[config.mk]
export PLATFORM = sky130hd
export DESIGN_NAME = publish_ack_retry_tracker
export DESIGN_NICKNAME = d
export VERILOG_FILES = /design/src/design/pat_pkg.sv /design/src/design/pat_ram.sv /design/src/design/publish_ack_retry_tracker.sv
export VERILOG_INCLUDE_DIRS = /design/src /design/src/design
export SDC_FILE = /design/constraint.sdc
export NUM_CORES = 2
export LEC_CHECK = 0
export ABC_AREA = 0
export BUFFER_PORTS_ARGS = -buffer_cell sky130_fd_sc_hd__buf_2
export CORE_AREA = 2 2 335 337
export DETAILED_ROUTE_END_ITERATION = 6
export DIE_AREA = 0 0 337 339
export PLACE_DENSITY = 0.68
export SETUP_SLACK_MARGIN = 0.4
export SKIP_CTS_REPAIR_TIMING = 1
export SYNTH_ARGS = -nofsm -noshare
export SYNTH_HDL_FRONTEND = slang
export SYNTH_HIERARCHICAL = 1
export SYNTH_SLANG_ARGS = --single-unit
export TNS_END_PERCENT = 20
[constraint.sdc]
create_clock -name i_clk -period 17.9 [get_ports i_clk]
set_clock_uncertainty 0.1 [all_clocks]
set_input_delay 1.79 -clock i_clk [delete_from_list [all_inputs] [get_ports i_clk]]
set_output_delay 1.79 -clock i_clk [all_outputs]
set_load 0.05 [all_outputs]
[src/design/publish_ack_retry_tracker_macros.svh]
// Assertion macros used by the tracker module.
`ifndef PUBLISH_ACK_RETRY_TRACKER_MACROS_SVH
`define PUBLISH_ACK_RETRY_TRACKER_MACROS_SVH
`ifndef SYNTH
`define PAT_ASSERT(lbl, prop) \
    lbl: assert property (@(posedge i_clk) disable iff (!i_rst_n) prop) \
        else $error("tracker assertion failed");
`define PAT_ASSERT_RST(lbl, prop) \
    lbl: assert property (@(posedge i_clk) prop) \
        else $error("tracker reset assertion failed");
`else
`define PAT_ASSERT(lbl, prop)
`define PAT_ASSERT_RST(lbl, prop)
`endif
`endif

[src/design/pat_pkg.sv]
`timescale 1ns / 1ps
package pat_pkg;

    localparam int REG_DEPTH_DEF = 16;
    localparam int EXP_DEPTH_DEF = 16;

    localparam int IP_W       = 32;
    localparam int PORT_W     = 16;
    localparam int ID_W       = 16;
    localparam int NUM_W      = 32;
    localparam int CMD_W      = 3;
    localparam int TO_W       = 16;
    localparam int BUD_W      = 8;
    localparam int RES_W      = 9;
    localparam int CFG_IDX_W  = 3;
    localparam int CFG_DATA_W = 32;
    localparam int S_TDATA_W  = 152;
    localparam int M_TDATA_W  = 40;

    typedef enum logic [CMD_W-1:0] {
        CMD_PUBLISH    = 3'd0,
        CMD_ACK        = 3'd1,
        CMD_REGISTER   = 3'd2,
        CMD_UNREGISTER = 3'd3,
        CMD_TICK       = 3'd4,
        CMD_ADD        = 3'd5,
        CMD_REMOVE     = 3'd6,
        CMD_CHECK      = 3'd7
    } t_cmd;

    typedef enum logic [CFG_IDX_W-1:0] {
        CFG_ACK_ENABLE  = 3'd0,
        CFG_BUDGET      = 3'd1,
        CFG_TIMEOUT     = 3'd2,
        CFG_OWN_IP      = 3'd3,
        CFG_OWN_PORT    = 3'd4
    } t_cfg_idx;

    typedef enum logic [1:0] {
        SS_IDLE    = 2'd0,
        SS_SENDING = 2'd1,
        SS_ACKED   = 2'd2,
        SS_FAILED  = 2'd3
    } t_send_state;

    typedef enum logic [1:0] {
        ST_IDLE  = 2'd0,
        ST_SCAN  = 2'd1,
        ST_DRAIN = 2'd2,
        ST_APPLY = 2'd3
    } t_fsm;

endpackage

[src/design/pat_ram.sv]
`timescale 1ns / 1ps
module pat_ram #(
    parameter int WIDTH = 8,
    parameter int DEPTH = 16
) (
    input  logic                                   i_clk,
    input  logic                                   i_we,
    input  logic [((DEPTH > 1) ? $clog2(DEPTH) : 1)-1:0] i_waddr,
    input  logic [WIDTH-1:0]                       i_wdata,
    input  logic [((DEPTH > 1) ? $clog2(DEPTH) : 1)-1:0] i_raddr,
    output logic [WIDTH-1:0]                       o_rdata
);
    logic [WIDTH-1:0] r_mem [DEPTH];
    logic [WIDTH-1:0] r_rdata;

    always_ff @(posedge i_clk) begin
        if (i_we) begin
            r_mem[i_waddr] <= i_wdata;
        end
        r_rdata <= r_mem[i_raddr];
    end

    assign o_rdata = r_rdata;
endmodule

[src/design/publish_ack_retry_tracker.sv]
`timescale 1ns / 1ps
// Channel   | Direction | Handshake             | Payload
// s_ (cmd)  | in        | i_s_tvalid/o_s_tready | tdata: peers and ack, tuser: cmd
// m_ (res)  | out       | o_m_tvalid/i_m_tready | tdata: send result and flags
// cfg       | in        | i_cfg_valid/o_cfg_ready | index and data, always ready
// Every item passes through the accept step, a scan that makes one read of each key memory
// per entry up to max(REGISTERED_DEPTH, EXPECTED_DEPTH), a drain step for the last compare
// and an apply step that applies the update.
// Valid and acked marks live in flops, so reset clears the tables at once.
// A full result register holds the block in its apply step until the item is taken;
// a new item is accepted while the previous result still waits.
`include "publish_ack_retry_tracker_macros.svh"
module publish_ack_retry_tracker #(
    parameter int REGISTERED_DEPTH = pat_pkg::REG_DEPTH_DEF,
    parameter int EXPECTED_DEPTH   = pat_pkg::EXP_DEPTH_DEF
) (
    input  logic                              i_clk,
    input  logic                              i_rst_n,
    input  logic                              i_s_tvalid,
    output logic                              o_s_tready,
    // [31:0] peer_ip, [47:32] peer_port, [63:48] peer_name_id,
    // [95:64] acked_origin_ip, [111:96] acked_origin_port,
    // [143:112] acked_pub_number, [144] check_all, rest zero
    input  logic [pat_pkg::S_TDATA_W-1:0]     i_s_tdata,
    // [2:0] cmd
    input  logic [pat_pkg::CMD_W-1:0]         i_s_tuser,
    output logic                              o_m_tvalid,
    input  logic                              i_m_tready,
    // [0] send_request, [32:1] pub_number, [34:33] send_state,
    // [35] check_ok, [36] ack_taken, [37] table_full, rest zero
    output logic [pat_pkg::M_TDATA_W-1:0]     o_m_tdata,
    input  logic                              i_cfg_valid,
    output logic                              o_cfg_ready,
    input  logic [pat_pkg::CFG_IDX_W-1:0]     i_cfg_index,
    input  logic [pat_pkg::CFG_DATA_W-1:0]    i_cfg_data
);
    localparam int RAW    = (REGISTERED_DEPTH > 1) ? $clog2(REGISTERED_DEPTH) : 1;
    localparam int EAW    = (EXPECTED_DEPTH > 1) ? $clog2(EXPECTED_DEPTH) : 1;
    localparam int SCAN_N = (REGISTERED_DEPTH > EXPECTED_DEPTH) ? REGISTERED_DEPTH
                                                                : EXPECTED_DEPTH;
    localparam int SW     = (SCAN_N > 1) ? $clog2(SCAN_N) : 1;
    localparam int RKEY_W = pat_pkg::IP_W + pat_pkg::PORT_W;

    // Configuration.
    logic                      r_ack_enable;
    logic [pat_pkg::BUD_W-1:0] r_budget;
    logic [pat_pkg::TO_W-1:0]  r_ticks;
    logic [pat_pkg::IP_W-1:0]  r_own_ip;
    logic [pat_pkg::PORT_W-1:0] r_own_port;

    // Captured item.
    pat_pkg::t_cmd              r_cmd;
    logic [pat_pkg::IP_W-1:0]   r_peer_ip;
    logic [pat_pkg::PORT_W-1:0] r_peer_port;
    logic [pat_pkg::ID_W-1:0]   r_name_id;
    logic [pat_pkg::IP_W-1:0]   r_oip;
    logic [pat_pkg::PORT_W-1:0] r_oport;
    logic [pat_pkg::NUM_W-1:0]  r_anum;
    logic                       r_check_all;

    pat_pkg::t_fsm r_fsm, n_fsm;
    logic [SW-1:0] r_cnt;
    logic          r_cmp_vld;
    logic [SW-1:0] r_cmp_idx;

    logic [REGISTERED_DEPTH-1:0] r_reg_valid, n_reg_valid, r_reg_acked, n_reg_acked;
    logic [EXPECTED_DEPTH-1:0]   r_exp_valid, n_exp_valid, r_exp_acked, n_exp_acked;
    logic           r_reg_hit, r_reg_free, r_exp_hit, r_exp_free;
    logic [RAW-1:0] r_reg_hit_idx, r_reg_free_idx;
    logic [EAW-1:0] r_exp_hit_idx, r_exp_free_idx;

    logic [pat_pkg::NUM_W-1:0] r_next_num, n_next_num, r_last_num, n_last_num;
    logic                      r_sent_any, n_sent_any;
    logic [pat_pkg::RES_W-1:0] r_resends, n_resends;
    logic [pat_pkg::TO_W-1:0]  r_timeout, n_timeout;
    pat_pkg::t_send_state      r_send_state, n_send_state;

    logic                          r_out_valid;
    logic [pat_pkg::M_TDATA_W-1:0] r_out_data;

    logic s_accept, apply_go, scan_rd, scan_last;
    logic reg_we, exp_we;
    logic [RKEY_W-1:0]           reg_rdata;
    logic [pat_pkg::ID_W-1:0]    exp_rdata;
    logic in_reg, in_exp, reg_match, exp_match;
    logic [RAW-1:0] reg_cidx;
    logic [EAW-1:0] exp_cidx;
    logic send_req, check_ok, ack_taken, full;
    logic pend_reg, pend_exp;

    pat_ram #(.WIDTH(RKEY_W), .DEPTH(REGISTERED_DEPTH)) u_reg_ram (
        .i_clk   (i_clk),
        .i_we    (reg_we),
        .i_waddr (r_reg_free_idx),
        .i_wdata ({r_peer_ip, r_peer_port}),
        .i_raddr (r_cnt[RAW-1:0]),
        .o_rdata (reg_rdata)
    );

    pat_ram #(.WIDTH(pat_pkg::ID_W), .DEPTH(EXPECTED_DEPTH)) u_exp_ram (
        .i_clk   (i_clk),
        .i_we    (exp_we),
        .i_waddr (r_exp_free_idx),
        .i_wdata (r_name_id),
        .i_raddr (r_cnt[EAW-1:0]),
        .o_rdata (exp_rdata)
    );

    assign o_cfg_ready = 1'b1;
    assign s_accept    = i_s_tvalid && o_s_tready;
    assign scan_last   = (r_cnt == SW'(SCAN_N - 1));

    always_ff @(posedge i_clk) begin
        if (!i_rst_n) begin
            r_ack_enable <= 1'b0;
            r_budget     <= '0;
            r_ticks      <= '0;
            r_own_ip     <= '0;
            r_own_port   <= '0;
        end else if (i_cfg_valid) begin
            unique case (pat_pkg::t_cfg_idx'(i_cfg_index))
                pat_pkg::CFG_ACK_ENABLE: r_ack_enable <= i_cfg_data[0];
                pat_pkg::CFG_BUDGET:     r_budget     <= i_cfg_data[pat_pkg::BUD_W-1:0];
                pat_pkg::CFG_TIMEOUT:    r_ticks      <= i_cfg_data[pat_pkg::TO_W-1:0];
                pat_pkg::CFG_OWN_IP:     r_own_ip     <= i_cfg_data[pat_pkg::IP_W-1:0];
                pat_pkg::CFG_OWN_PORT:   r_own_port   <= i_cfg_data[pat_pkg::PORT_W-1:0];
                default: ;
            endcase
        end
    end

    always_ff @(posedge i_clk) begin
        if (s_accept) begin
            r_cmd       <= pat_pkg::t_cmd'(i_s_tuser);
            r_peer_ip   <= i_s_tdata[31:0];
            r_peer_port <= i_s_tdata[47:32];
            r_name_id   <= i_s_tdata[63:48];
            r_oip       <= i_s_tdata[95:64];
            r_oport     <= i_s_tdata[111:96];
            r_anum      <= i_s_tdata[143:112];
            r_check_all <= i_s_tdata[144];
        end
    end

    // Sequencer: next state.
    always_comb begin
        n_fsm = r_fsm;
        unique case (r_fsm)
            pat_pkg::ST_IDLE:  if (i_s_tvalid) n_fsm = pat_pkg::ST_SCAN;
            pat_pkg::ST_SCAN:  if (scan_last) n_fsm = pat_pkg::ST_DRAIN;
            pat_pkg::ST_DRAIN: n_fsm = pat_pkg::ST_APPLY;
            pat_pkg::ST_APPLY: if (!r_out_valid || i_m_tready) n_fsm = pat_pkg::ST_IDLE;
        endcase
    end

    // Sequencer: outputs.
    always_comb begin
        o_s_tready = 1'b0;
        scan_rd    = 1'b0;
        apply_go   = 1'b0;
        unique case (r_fsm)
            pat_pkg::ST_IDLE:  o_s_tready = 1'b1;
            pat_pkg::ST_SCAN:  scan_rd = 1'b1;
            pat_pkg::ST_DRAIN: ;
            pat_pkg::ST_APPLY: apply_go = !r_out_valid || i_m_tready;
        endcase
    end

    always_ff @(posedge i_clk) begin
        if (!i_rst_n) begin
            r_fsm     <= pat_pkg::ST_IDLE;
            r_cnt     <= '0;
            r_cmp_vld <= 1'b0;
        end else begin
            r_fsm     <= n_fsm;
            r_cmp_vld <= scan_rd;
            if (s_accept) begin
                r_cnt <= '0;
            end else if (scan_rd && !scan_last) begin
                r_cnt <= r_cnt + 1'b1;
            end
        end
    end

    always_ff @(posedge i_clk) begin
        r_cmp_idx <= r_cnt;
    end

    // Compare stage: the memory data of entry r_cmp_idx is valid now.
    assign reg_cidx  = r_cmp_idx[RAW-1:0];
    assign exp_cidx  = r_cmp_idx[EAW-1:0];
    assign in_reg    = r_cmp_vld && ({1'b0, r_cmp_idx} < (SW+1)'(REGISTERED_DEPTH));
    assign in_exp    = r_cmp_vld && ({1'b0, r_cmp_idx} < (SW+1)'(EXPECTED_DEPTH));
    assign reg_match = in_reg && r_reg_valid[reg_cidx]
                       && (reg_rdata == {r_peer_ip, r_peer_port});
    assign exp_match = in_exp && r_exp_valid[exp_cidx] && (exp_rdata == r_name_id);

    always_ff @(posedge i_clk) begin
        if (!i_rst_n || s_accept) begin
            r_reg_hit  <= 1'b0;
            r_reg_free <= 1'b0;
            r_exp_hit  <= 1'b0;
            r_exp_free <= 1'b0;
        end else begin
            if (reg_match && !r_reg_hit) begin
                r_reg_hit     <= 1'b1;
                r_reg_hit_idx <= reg_cidx;
            end
            if (in_reg && !r_reg_valid[reg_cidx] && !r_reg_free) begin
                r_reg_free     <= 1'b1;
                r_reg_free_idx <= reg_cidx;
            end
            if (exp_match && !r_exp_hit) begin
                r_exp_hit     <= 1'b1;
                r_exp_hit_idx <= exp_cidx;
            end
            if (in_exp && !r_exp_valid[exp_cidx] && !r_exp_free) begin
                r_exp_free     <= 1'b1;
                r_exp_free_idx <= exp_cidx;
            end
        end
    end

    assign pend_reg = |(r_reg_valid & ~r_reg_acked);
    assign pend_exp = |(r_exp_valid & ~r_exp_acked);

    // Apply step: read-modify-write of the marks and the sender state.
    always_comb begin
        logic                     resend;
        logic [pat_pkg::TO_W-1:0] tick_to;
        resend       = 1'b0;
        tick_to      = (r_timeout != '0) ? r_timeout - 1'b1 : '0;
        n_reg_valid  = r_reg_valid;
        n_reg_acked  = r_reg_acked;
        n_exp_valid  = r_exp_valid;
        n_exp_acked  = r_exp_acked;
        n_next_num   = r_next_num;
        n_last_num   = r_last_num;
        n_sent_any   = r_sent_any;
        n_resends    = r_resends;
        n_timeout    = r_timeout;
        n_send_state = r_send_state;
        reg_we       = 1'b0;
        exp_we       = 1'b0;
        send_req     = 1'b0;
        check_ok     = 1'b0;
        ack_taken    = 1'b0;
        full         = 1'b0;
        unique case (r_cmd)
            pat_pkg::CMD_PUBLISH: begin
                if (r_ack_enable) begin
                    n_reg_acked  = '0;
                    n_exp_acked  = '0;
                    n_send_state = pat_pkg::SS_SENDING;
                end else begin
                    n_send_state = pat_pkg::SS_ACKED;
                end
                n_last_num = r_next_num;
                n_sent_any = 1'b1;
                n_resends  = {1'b0, r_budget};
                n_next_num = r_next_num + 1'b1;
                send_req   = 1'b1;
                n_timeout  = r_ticks;
            end
            pat_pkg::CMD_ACK: begin
                if (r_ack_enable && r_oip == r_own_ip && r_oport == r_own_port
                    && r_sent_any && r_anum == r_last_num) begin
                    ack_taken = 1'b1;
                    if (r_reg_hit) begin
                        n_reg_acked[r_reg_hit_idx] = 1'b1;
                    end else if (r_reg_free) begin
                        reg_we                      = 1'b1;
                        n_reg_valid[r_reg_free_idx] = 1'b1;
                        n_reg_acked[r_reg_free_idx] = 1'b1;
                    end else begin
                        full = 1'b1;
                    end
                    if (r_exp_hit) begin
                        n_exp_acked[r_exp_hit_idx] = 1'b1;
                    end
                end
            end
            pat_pkg::CMD_REGISTER: begin
                if (r_ack_enable) begin
                    if (r_reg_hit) begin
                        resend = !r_reg_acked[r_reg_hit_idx];
                    end else if (r_reg_free) begin
                        reg_we                      = 1'b1;
                        n_reg_valid[r_reg_free_idx] = 1'b1;
                        n_reg_acked[r_reg_free_idx] = 1'b0;
                        resend                      = 1'b1;
                    end else begin
                        full   = 1'b1;
                        resend = 1'b1;
                    end
                end
            end
            pat_pkg::CMD_UNREGISTER: begin
                if (r_ack_enable && r_reg_hit) begin
                    n_reg_valid[r_reg_hit_idx] = 1'b0;
                    n_reg_acked[r_reg_hit_idx] = 1'b0;
                end
            end
            pat_pkg::CMD_TICK: begin
                if (r_ack_enable && !r_resends[pat_pkg::RES_W-1]) begin
                    n_timeout = tick_to;
                    if (tick_to == '0) begin
                        if (pend_reg || pend_exp) begin
                            if (r_resends == '0) begin
                                n_send_state = pat_pkg::SS_FAILED;
                            end else begin
                                resend = 1'b1;
                            end
                            n_resends = r_resends - 1'b1;
                        end else begin
                            n_send_state = pat_pkg::SS_ACKED;
                            n_resends    = '1;
                        end
                    end
                end
            end
            pat_pkg::CMD_ADD: begin
                if (r_ack_enable) begin
                    if (r_exp_hit) begin
                        n_exp_acked[r_exp_hit_idx] = 1'b0;
                    end else if (r_exp_free) begin
                        exp_we                      = 1'b1;
                        n_exp_valid[r_exp_free_idx] = 1'b1;
                        n_exp_acked[r_exp_free_idx] = 1'b0;
                    end else begin
                        full = 1'b1;
                    end
                end
            end
            pat_pkg::CMD_REMOVE: begin
                if (r_ack_enable && r_exp_hit) begin
                    n_exp_valid[r_exp_hit_idx] = 1'b0;
                    n_exp_acked[r_exp_hit_idx] = 1'b0;
                end
            end
            pat_pkg::CMD_CHECK: begin
                if (!r_ack_enable) begin
                    check_ok = 1'b1;
                end else if (r_check_all) begin
                    check_ok = !pend_exp;
                end else begin
                    check_ok = r_exp_hit && r_exp_acked[r_exp_hit_idx];
                end
            end
        endcase
        // A resend goes out only once something has been published.
        if (resend && r_sent_any) begin
            send_req  = 1'b1;
            n_timeout = r_ticks;
        end
        if (!apply_go) begin
            reg_we = 1'b0;
            exp_we = 1'b0;
        end
    end

    always_ff @(posedge i_clk) begin
        if (!i_rst_n) begin
            r_reg_valid  <= '0;
            r_reg_acked  <= '0;
            r_exp_valid  <= '0;
            r_exp_acked  <= '0;
            r_next_num   <= '0;
            r_last_num   <= '0;
            r_sent_any   <= 1'b0;
            r_resends    <= '1;
            r_timeout    <= '0;
            r_send_state <= pat_pkg::SS_IDLE;
            r_out_valid  <= 1'b0;
        end else begin
            if (apply_go) begin
                r_reg_valid  <= n_reg_valid;
                r_reg_acked  <= n_reg_acked;
                r_exp_valid  <= n_exp_valid;
                r_exp_acked  <= n_exp_acked;
                r_next_num   <= n_next_num;
                r_last_num   <= n_last_num;
                r_sent_any   <= n_sent_any;
                r_resends    <= n_resends;
                r_timeout    <= n_timeout;
                r_send_state <= n_send_state;
                r_out_valid  <= 1'b1;
            end else if (i_m_tready) begin
                r_out_valid <= 1'b0;
            end
        end
    end

    always_ff @(posedge i_clk) begin
        if (apply_go) begin
            r_out_data <= {2'b00, full, ack_taken, check_ok, n_send_state,
                           n_last_num, send_req};
        end
    end

    assign o_m_tvalid = r_out_valid;
    assign o_m_tdata  = r_out_data;

    `PAT_ASSERT(a_accept_starts_scan, s_accept |=> (r_fsm == pat_pkg::ST_SCAN))
    `PAT_ASSERT(a_result_held, (o_m_tvalid && !i_m_tready) |=> o_m_tvalid)
    `PAT_ASSERT(a_no_write_outside_apply, (reg_we || exp_we) |-> (r_fsm == pat_pkg::ST_APPLY))
    `PAT_ASSERT_RST(a_reset_clears, !i_rst_n |=> (r_fsm == pat_pkg::ST_IDLE && !o_m_tvalid))
endmodule
==> results.ini <==
[timing]
max_slew_margin_pct=16.6
final-hold-violation-count=0
slew_violations=0
max_freq_mhz=187
rsz0062_at_grt=false
fin_crit_ns=5.34
tightest_slew_ns=1.25
setup_viol=0
final.setup.tns_ns=0
period_share_pct=29.8

[placed_design]
gp_routability_congestion=0.903
dpl.hpwl_mm=81.0
placed_cells=5329
port-buffer-count=227

[cells_and_area]
final_util_pct=61.9
areaGrowthSynthToFinish_pct=12.9
stdcell_count=5622
fillers=7977
nNetsFinal=4200
drive_gt1_share_pct=21.9

[critical_path]
critPathArrivalTime_ns=5.63
criticalPathCategory=reg -> reg
critPathMaxStageDelay_ns=0.76
worstPathMaxFanout=32
required_ns=18.19
crit_path_start_kind=register
crit_path_end_kind=register
crit_chain=nand2_1, a2111oi_1, nand4_1, nor4_4, nand4_2, a21oi_1, nand3_1, nor2_4, buf_4
slowest_stage=dfxtp_1

[yosys]
synthTopCellsByCount=edfxtp_1, nand2_1, dfxtp_1
ys_seq_area_share_pct=71.0
synth_top_area_share_pct=60.8
synth_area_mm2=0.0605
ys.flop_type=edfxtp_1
synthArstFlopShare_pct=0
syn_avg_cell_area_um2=16.1
syn_inst=3755
ys_types=85
yosysMostFrequentCell=edfxtp_1
synth_edf_count=1226
yosys_warnings=6
synth_top_area_cell=edfxtp_1
synthTopCellsByArea=edfxtp_1, dfxtp_1, mux4_2
synth_seq_cells=1535

[die]
die_area_mm2=0.114
core_area_mm2=0.110
dieWidth_um=337
die_y_um=339
initial_core_util_pct=54.9
io_pins=238
fp-row-count=122

[min_path]
hp-class=reg -> reg

[cts]
clkTransAtPathRegs_ns=0.06
clock-sinks=1535
root_buffer=clkbuf_16
cts_max_path_buffers=3
cts_tree=yes
clkLatencyLatePin_ns=0.77
numCtsBuffers=154
htree_levels=4

[power]
peakVddDrop_uv=91.2
pwr_density_cell_mw_per_mm2=123
p_leak_uw=0.0220

[global_routing]
grt_pass1_vias=33800
grt_max_degree=146
antenna_found_initial=6
grt_overflow=0
grt_pass1_wl_mm=213
track_usage_pct=24.9

[detailed_routing]
num_vias=34100
wl_mm=143
drt_iter0_markers=3504
post_drt_wl_per_cell_um=25.4
drcViolationCount=0
viasPerCell=6.07
drt_pass1_iterations=5
ant_nets=0

[status]
status=finished clean

[run]
max-cap-violations=0

[report_power, final]
group	leakage (uW)	internal (uW)	total [uW]	switching (uW)
sequential	0.0137	4150	4350	205
clock	0.00246	1820	3150	1340
combinational	0.00594	392	885	493
[logic make-up after synthesis]
logic type | Yosys count | share of synthesized area (%)
xor gates and xnor gates | 150 | 2.17
buffers and inverters | 269 | 1.94
DFF | 1535 | 71.0
muxes | 306 | 10.8
AOI/OAI and AO/OA | 608 | 7.01
other | 2 | 0.0124
adders and majority gates | 8 | 0.165
and+or+nand+nor | 877 | 6.84
[worst paths after layout]
path / start / to / slack (ns) / depth (start not counted)
max reg2reg: r_ack_enable$_SDFFE_PN0P_ / u_reg_ram/r_mem[15][39]$_DFFE_PP_ / 12.56 / 9
max: r_ack_enable$_SDFFE_PN0P_ / u_reg_ram/r_mem[15][39]$_DFFE_PP_ / 12.56 / 9
min reg2reg: r_ticks[1]$_SDFFE_PN0P_ / r_ticks[1]$_SDFFE_PN0P_ / 0.35 / 2
min: r_ticks[1]$_SDFFE_PN0P_ / r_ticks[1]$_SDFFE_PN0P_ / 0.35 / 2
[routing by layer]
layer,vias up,global-route usage (%),routed length [um]
li1,15200,-,-
met1,17400,35.0,59100
met2,1297,40.6,70500
met3,234,3.91,9420
met4,6,7.38,3450
met5,-,0,47
[cell type report]
cell class,instances,area [um^2],share of cell area (%)
clock inverters,65,639,0.936
well taps,1488,1860,2.72
inverters,68,262,0.383
clock buffers,224,4380,6.41
repair buffers,286,1600,2.35
diodes,4,10.0,0.0146
multi-input cells,1952,16600,24.2
flip-flops and latches,1535,43000,62.9
[stage by stage]
stage                     hold WS, ns  cell area [um^2]  worst slack [ns]  total power [uW]
after floorplan                 0.304             60500             10.60              5050
after global placement          0.344             63300             12.15              5310
after detailed placement        0.346             63300             12.07              5320
after CTS                       0.356             68300             12.63              8460
after global routing            0.365             68300             12.32              8690
final                           0.352             68300             12.56              8390
[cell usage in the layout, fill, tap and decap left out, types with 22 or more instances in the layout]
cell and instances:
mux2_2 26, clkbuf_1 47, buf_2 227, clkbuf_16 157, xnor2_1 65, o21a_1 22
nor3_1 47, nand2b_1 26, a22oi_1 129, inv_1 65, nor2_1 136, o21ai_0 88
a211oi_1 32, dfxtp_1 307, clkinv_2 27, mux4_2 264, nand4_1 30, edfxtp_1 1226
nor2b_1 58, o221a_2 30, nand3_1 46, xor2_1 85, a21oi_1 147, nand2_1 396
buf_4 57
[worst max-delay path, delay by kind of cell (launching register included)]
| family | cells | cell delay (ns) |
|---|---|---|
| and+or+nand+nor | 6 | 2.50 |
| buffers and inverters | 1 | 0.69 |
| AOI/OAI and AO/OA | 2 | 0.90 |
| DFF | 1 | 0.76 |
[registers in the layout, indices dropped and copies added (netlist names), 16 cells and up]
| register | count |
|---|---|
| r_own_ip | 32 |
| r_timeout | 16 |
| r_oport | 16 |
| r_anum | 32 |
| r_next_num | 32 |
| u_exp_ram/o_rdata | 16 |
| r_exp_valid | 16 |
| r_peer_port | 16 |
| r_ticks | 16 |
| r_reg_acked | 16 |
| r_name_id | 16 |
| r_reg_valid | 16 |
| o_m_tdata | 38 |
| r_last_num | 32 |
| r_exp_acked | 16 |
| r_own_port | 16 |
| u_reg_ram/r_mem | 768 |
| r_peer_ip | 32 |
| r_oip | 32 |
| u_exp_ram/r_mem | 256 |
| u_reg_ram/o_rdata | 48 |
Note: power is estimated with default switching activity, not from simulation.
